File: src/design/jlk_isqrt.sv
// Iterative floor square root of a 64-bit value, two radicand bits per cycle.
// Standalone; used by the top level for all vector magnitudes and the taper.
`timescale 1ns / 1ps
`default_nettype none
module jlk_isqrt (
	input  wire logic        clk,
	input  wire logic        arst_n,
	input  wire logic        start,
	input  wire logic [63:0] radicand,
	output logic      [31:0] root,
	output logic             done
);
	logic [63:0] x_q, r_q, bit_q, trial;
	logic [4:0]  cnt_q;
	logic        busy_q, done_q;

	assign trial = r_q + bit_q;

	always_ff @(posedge clk or negedge arst_n) begin
		if (!arst_n) begin
			busy_q <= 1'b0;
			done_q <= 1'b0;
			cnt_q  <= '0;
		end else begin
			done_q <= 1'b0;
			if (start) begin
				busy_q <= 1'b1;
				cnt_q  <= '0;
			end else if (busy_q) begin
				cnt_q <= cnt_q + 5'd1;
				if (cnt_q == 5'd31) begin
					busy_q <= 1'b0;
					done_q <= 1'b1;
				end
			end
		end
	end

	always_ff @(posedge clk) begin
		if (start) begin
			x_q   <= radicand;
			r_q   <= '0;
			bit_q <= 64'h4000_0000_0000_0000;
		end else if (busy_q) begin
			if (x_q >= trial) begin
				x_q <= x_q - trial;
				r_q <= (r_q >> 1) + bit_q;
			end else begin
				r_q <= r_q >> 1;
			end
			bit_q <= bit_q >> 2;
		end
	end

	assign root = r_q[31:0];
	assign done = done_q;
endmodule
`default_nettype wire

File: config.mk
export PLATFORM = sky130hd
export DESIGN_NAME = jlk_isqrt
export DESIGN_NICKNAME = d
export VERILOG_FILES = /design/src/design/jlk_isqrt.sv
export SDC_FILE = /design/constraint.sdc
export NUM_CORES = 1
export LEC_CHECK = 0
export BUFFER_PORTS_ARGS = -buffer_cell sky130_fd_sc_hd__buf_4
export CAP_MARGIN = 20
export CORE_MARGIN = 1.5
export CORE_UTILIZATION = 55
export CTS_BUF_LIST = sky130_fd_sc_hd__clkbuf_2 sky130_fd_sc_hd__clkbuf_4 sky130_fd_sc_hd__clkbuf_8
export CTS_CLUSTER_DIAMETER = 30
export CTS_CLUSTER_SIZE = 20
export DETAILED_ROUTE_END_ITERATION = 6
export MAX_ROUTING_LAYER = met4
export PLACE_DENSITY = 0.77
export SYNTH_ARGS = -nofsm -noshare
export SYNTH_HDL_FRONTEND = slang
export SYNTH_SLANG_ARGS = --single-unit
File: constraint.sdc
create_clock -name clk -period 26.5 [get_ports clk]
set_input_delay 1.325 -clock clk [delete_from_list [all_inputs] [get_ports clk]]
set_output_delay 1.325 -clock clk [all_outputs]
set_load 0.005 [all_outputs]
==> impl_metrics.tcl, run 1 <==
set metrics [dict create \
    worst_pin_slew_ps 968 \
    path_clk_slew_ps 100 \
    fp.dieH_um 171 \
    ys.flop_type "dfxtp_1" \
    synth_area_leader_cell "dfxtp_1" \
    initialDrtViolationCount 1728 \
    fillerInstances 2546 \
    finalWirelength_um 44500 \
    syn-num-nets 2144 \
    core_um2 27800 \
    rsz0062_at_grt "no" \
    cts_root_buf "clkbuf_8" \
    crit_path_end_kind "register" \
    drc_errors 0 \
    clkSinkCount 167 \
    finalSetupViolCount 0 \
    ir_worst_vdd_uv 65.6 \
    vias 14720 \
    cts_hold_buf 0 \
    avgSynthCellArea_um2 8.01 \
    antenna_found_initial 0 \
    maxCapViolCount 0 \
    critPathMaxFanout 64 \
    cts_buffer_depth 2 \
    cts_made_buffers 17 \
    status "finished, final reports clean" \
    place.port_buffers 99 \
    gr-total-overflow 0 \
    grt_max_degree 87 \
    clock_skew_ps 25.0 \
    grt_pass1_vias 13425 \
    crit_type "reg -> reg" \
    max_freq_mhz 142 \
    hpwl_um 33600 \
    design_area_um2 16400 \
    drive_above_1_share_pct 10.1 \
    antennaDiodeCount 0 \
    die_w_um 171 \
    ys_warn_count 0 \
    synth-edff-count 64 \
    tritoncts "yes" \
    synth.area.top_cells "dfxtp_1, edfxtp_1, ha_1" \
    cp-start-kind "register" \
    slew_headroom_pct 35.5 \
    p_leak_nw 6.81 \
    hold_viol 0 \
    place_ws_ps 19630 \
    clock_latency_ps 510 \
    synth_top_area_share_pct 12.3 \
    htreeDepth 4 \
    antenna_left 0 \
    fin_nets 2125 \
    via_per_inst 6.36 \
    fin_crit_ps 7050 \
    wire_per_inst_um 19.2 \
    post-route-util_pct 59.2 \
    placed_area_um2 16100 \
    globalplace.congestion 0.996 \
    worstPathArrival_ps 7180 \
    syn_inst 1944 \
    synth_cell_type_count 97 \
    worst_slack_ps 19450 \
    hold_path.class "reg -> reg" \
    area_delta_synth_final_pct 5.67 \
    rows 61 \
    powerDensity_nw_per_um2 99.4 \
    grt_pass1_wl_um 71400 \
    drt-pass1-iter-count 6 \
    die_area_um2 29300 \
    whs_ps 534 \
    initial_utilization_pct 56.0 \
    cts_resized 0 \
    synthArstFlopShare_pct 4.19 \
    synth_seq_cells 167 \
    required_ps 26630 \
    yosysSeqAreaShare_pct 25.8 \
    cts_setup_buffers 0 \
    ios 100 \
    post-route-period-util_pct 26.6 \
    synth_area_um2 15600 \
    grtUsageTotal_pct 31.9 \
    fin_setup_tns_ps 0 \
    slew_violations 0 \
]
[synth_stat cells (13+ instances only)]
| library cell | number |
|---|---|
| nand2_1 | 235 |
| nor2_1 | 188 |
| o21ai_0 | 150 |
| ha_1 | 132 |
| a21oi_1 | 120 |
| dfxtp_1 | 96 |
| clkbuf_1 | 85 |
| xor2_1 | 83 |
| xnor2_1 | 74 |
| edfxtp_1 | 64 |
| a31oi_1 | 60 |
| a21o_1 | 56 |
| inv_1 | 46 |
| mux2i_1 | 40 |
| nand4_1 | 40 |
| o21bai_1 | 39 |
| a211oi_1 | 37 |
| nand3_1 | 34 |
| buf_4 | 33 |
| nor3_1 | 25 |
| a311oi_1 | 20 |
| a31o_2 | 19 |
| and3_1 | 17 |
| o21a_1 | 17 |
| and2_1 | 14 |
| o211ai_1 | 13 |
[cells by family (layout without fill, tap and decap cells)]
family,after synthesis,after routing,synth area share (%)
buffers and inverters,190,184,6.19
and+or+nand+nor,617,617,18.1
AOI/OAI and AO/OA,637,637,27.5
muxes,43,43,2.79
DFF,167,167,25.8
xor gates and xnor gates,157,157,8.83
adders and majority gates,133,133,10.7
[report_power, final]
part | internal, mW | total (mW) | switching (mW)
sequential | 0.367 | 0.427 | 0.0599
clock | 0.0779 | 0.192 | 0.114
combinational | 0.388 | 1.02 | 0.627
total | 0.833 | 1.63 | 0.801
[layer usage]
layer	vias up	part of all wire (%)	global-route usage [%]
li1	7131	-	-
met4	0	2.2	8.89
met5	-	0	-
met2	558	43	45.8
met1	6959	49	46.5
met3	72	6.6	4.49
[cell usage in the layout (no fill, tap or decap), types with 46 or more instances in the layout]
cell type / count
dfxtp_1: 96
a21o_1: 56
a21oi_1: 120
ha_1: 132
buf_4: 105
inv_1: 46
edfxtp_1: 64
xnor2_1: 74
nor2_1: 188
o21ai_0: 149
nand2_1: 235
xor2_1: 83
a31oi_1: 60
[worst paths after layout]
kind | start | endpoint | slack [ps] | cells past startpoint
min in group asynchronous | arst_n | cnt_q[0]$_DFFE_PN0P_ | 620 | 1
max reg2reg | r_q[0]$_SDFFE_PP0P_ | x_q[0]$_DFFE_PP_ | 19450 | 23
max | r_q[0]$_SDFFE_PP0P_ | x_q[0]$_DFFE_PP_ | 19450 | 23
max in group asynchronous | arst_n | busy_q$_DFF_PN0_ | 25750 | 1
min reg2reg | r_q[0]$_SDFFE_PP0P_ | r_q[0]$_SDFFE_PP0P_ | 530 | 2
min | r_q[0]$_SDFFE_PP0P_ | r_q[0]$_SDFFE_PP0P_ | 530 | 2
[metrics by stage]
stage | instances | total power, mW
2_1_floorplan | 1944 | 1.19
3_3_place_gp | 2284 | 1.42
3_5_place_dp | 2284 | 1.42
4_1_cts | 2316 | 1.62
5_1_grt | 2316 | 1.76
6_report | 2316 | 1.63
[layout make-up]
type / instances / area (µm²) / share of cell area (%)
multi-input cells: 1587 / 10600 / 64.4
flip-flops and latches: 167 / 4020 / 24.5
repair buffers: 106 / 800 / 4.86
well taps: 378 / 473 / 2.88
clock buffers: 18 / 241 / 1.47
inverters: 46 / 173 / 1.05
clock inverters: 14 / 143 / 0.867
[critical path, cell delays in order (launching register included)]
cell and delay (ps):
dfxtp_1 380, ha_1 190, ha_1 200, a21oi_1 120, o21ai_0 500, a221oi_1 250, o21ai_0 550, a31oi_1 190
o21ai_0 380, a21oi_1 190, nor2_1 120, o21ai_0 100, xor2_1 180, ha_1 380, and4_1 240, or3b_1 390
nor3_1 270, nand3_1 150, a211oi_1 240, o31ai_1 110, and2_2 200, buf_4 310, o21ai_4 200, buf_4 710
[registers in the layout, indices dropped and copies added (netlist names)]
register / cells
busy_q: 1
bit_q: 32
x_q: 64
r_q: 64
cnt_q: 5
done: 1
Note: power is estimated with default switching activity, not from simulation.
==> inputs of run 2 (changes only) <==
PLACE_DENSITY = 0.8   (was 0.77)
clock period = 6.4 ns   (was 26.5 ns; I/O delays follow)
==> run 2 against run 1 <==
Effect of this change: register-to-register slack worse by 19000 ps; via count fell by 0.46%; maximum frequency up 16%; global-route usage fell by 1.2 points; design area grew 1.2%; highest routed layer unchanged; sequential cell count is the same; clock power increased to 4.1 times the previous value.
==> impl_metrics.tcl, run 2 (synthesis gave the netlist of run 1 again) <==
set metrics [dict create \
    drive_above_1_share_pct 11.0 \
    slowest_delay_ps 450 \
    worstPathArrival_ps 6450 \
    grtUsageTotal_pct 30.8 \
    critical_path.top_delay_family "compound AO/OA/AOI/OAI gates" \
    cpMostUsedCell "a211oi_1" \
    crit_type "reg -> reg" \
    worst_pin_slew_ps 1070 \
    final_common_cell "nand2_1" \
    post-route-period-util_pct 94.8 \
    antenna_found_initial 0 \
    via_per_inst 6.28 \
    grt_max_degree 169 \
    cts_made_buffers 17 \
    path_cells "ha_1, a31oi_2, a211oi_1, buf_4, a221o_1, a31o_2, a31o_1, a211o_1, nand2_1, o21ai_1, xnor2_1, ha_1, and4_1, or3b_1, nor3_1, nand3_1, a211oi_1, o31ai_1, nand2_1, buf_4, o31ai_1, xor2_1, a211oi_1" \
    globalplace.congestion 0.971 \
    die_area_um2 29300 \
    layout_common_cells "nand2_1, nor2_1, o21ai_0" \
    cp_slowest_cell "dfxtp_1" \
    required_ps 6790 \
    instances_no_fill 2333 \
    initial_utilization_pct 56.0 \
    antenna_left 0 \
    cts_root_buf "clkbuf_8" \
    cts_buffer_depth 2 \
    grt_pass1_wl_um 69800 \
    finalSetupViolCount 0 \
    clock_skew_ps 29.3 \
    ir_worst_vdd_uv 255 \
    maxCapViolCount 0 \
    slew_violations 0 \
    status "finished, final reports clean" \
    tritoncts "yes" \
    wire_per_inst_um 18.8 \
    clock_latency_ps 490 \
    hpwl_um 33000 \
    path_clk_slew_ps 120 \
    fin_crit_ps 6060 \
    rows 61 \
    p_leak_nw 6.90 \
    drc_errors 0 \
    hold_viol 0 \
    fin_nets 2142 \
    finalWirelength_um 43800 \
    critPathBufInv 2 \
    whs_ps 101 \
    drt-pass1-iter-count 6 \
    antennaDiodeCount 0 \
    initialDrtViolationCount 1419 \
    crit_path_end_kind "register" \
    die_w_um 171 \
    ios 100 \
    hold_path.class "in -> reg" \
    post-route-util_pct 59.9 \
    max_freq_mhz 165 \
    fin_setup_tns_ps 0 \
    core_um2 27800 \
    largestRegisters "r_q (64), x_q (64), bit_q (32)" \
    fp.dieH_um 171 \
    cp-start-kind "register" \
    slew_headroom_pct 28.9 \
    powerDensity_nw_per_um2 411 \
    critPathMaxFanout 21 \
    clkSinkCount 167 \
    total_power_mw 6.85 \
    place.port_buffers 99 \
    grt_pass1_vias 13318 \
    vias 14652 \
    post-place-cells 2298 \
    gr-total-overflow 0 \
    htreeDepth 4 \
    area_delta_synth_final_pct 6.94 \
]
run 2: changes by cell type in the layout (fill, tap and decap cells not counted), sizes merged:
cell,previous run,this run
bufinv,1,0
clkbuf,18,17
buf,106,122
clkinvlp,0,3
inv,51,54
dlygate4sd3,0,1
clkinv,8,4
run 2: worst reg2reg max path, cell delays in order, from the launching register on:
cell and delay [ps]:
dfxtp_1 450, ha_1 310, a31oi_2 260, a211oi_1 120, buf_4 170, a221o_1 380, a31o_2 320, a31o_1 260
a211o_1 300, nand2_1 110, o21ai_1 150, xnor2_1 200, ha_1 430, and4_1 240, or3b_1 390, nor3_1 250
nand3_1 150, a211oi_1 230, o31ai_1 160, nand2_1 230, buf_4 300, o31ai_1 140, xor2_1 160, a211oi_1 260
run 2: what timing repair did:
item / 4_1_cts / 5_1_grt
buffers inserted: 0 / 2
resized for setup: 0 / 9
setup endpoints to repair: 0 / 127
hold buffers: 1 / 0
hold endpoints to repair: 7 / 0
run 2: area by class of cell:
type                            count  area (µm²)
Multi-Input combinational cell   1587       10600
Sequential cell                   167        4030
Clock buffer                       17         234
Inverter                           46         173
Timing Repair Buffer              123         971
Clock inverter                     15         156
Tap cell                          378         473
Fill cell                        2525       11100
run 2: report_power, final:
group	internal (mW)	switching, mW	total [mW]
Sequential	1.51	0.235	1.75
Clock	0.292	0.489	0.781
Combinational	1.70	2.62	4.32
Total	3.50	3.34	6.85
run 2: per-stage QoR:
stage | cell area, µm² | worst slack, ps
2_1_floorplan | 15600 | 226
3_5_place_dp | 16200 | 102
6_report | 16600 | 336
5_1_grt | 16600 | -4.92
3_3_place_gp | 16200 | 246
4_1_cts | 16600 | 56.1
run 2: final timing paths:
check,depth (start not counted),slack [ps],end,start
max,23,340,r_q[55]$_SDFFE_PP0P_,r_q[2]$_SDFFE_PP0P_
min,3,100,x_q[57]$_DFFE_PP_,radicand[57]
max reg2reg,23,340,r_q[55]$_SDFFE_PP0P_,r_q[2]$_SDFFE_PP0P_
min reg2reg,2,540,r_q[0]$_SDFFE_PP0P_,r_q[0]$_SDFFE_PP0P_
max in group asynchronous,2,6090,busy_q$_DFF_PN0_,arst_n
min in group asynchronous,2,180,busy_q$_DFF_PN0_,arst_n
run 2: layer usage:
| layer | share of wire (%) | global-route usage [%] | vias up |
|---|---|---|---|
| met4 | 2.3 | 9.08 | 0 |
| li1 | - | - | 7155 |
| met2 | 43 | 45.8 | 566 |
| met1 | 46 | 43.4 | 6857 |
| met3 | 7.8 | 4.05 | 74 |
| met5 | 0 | - | - |
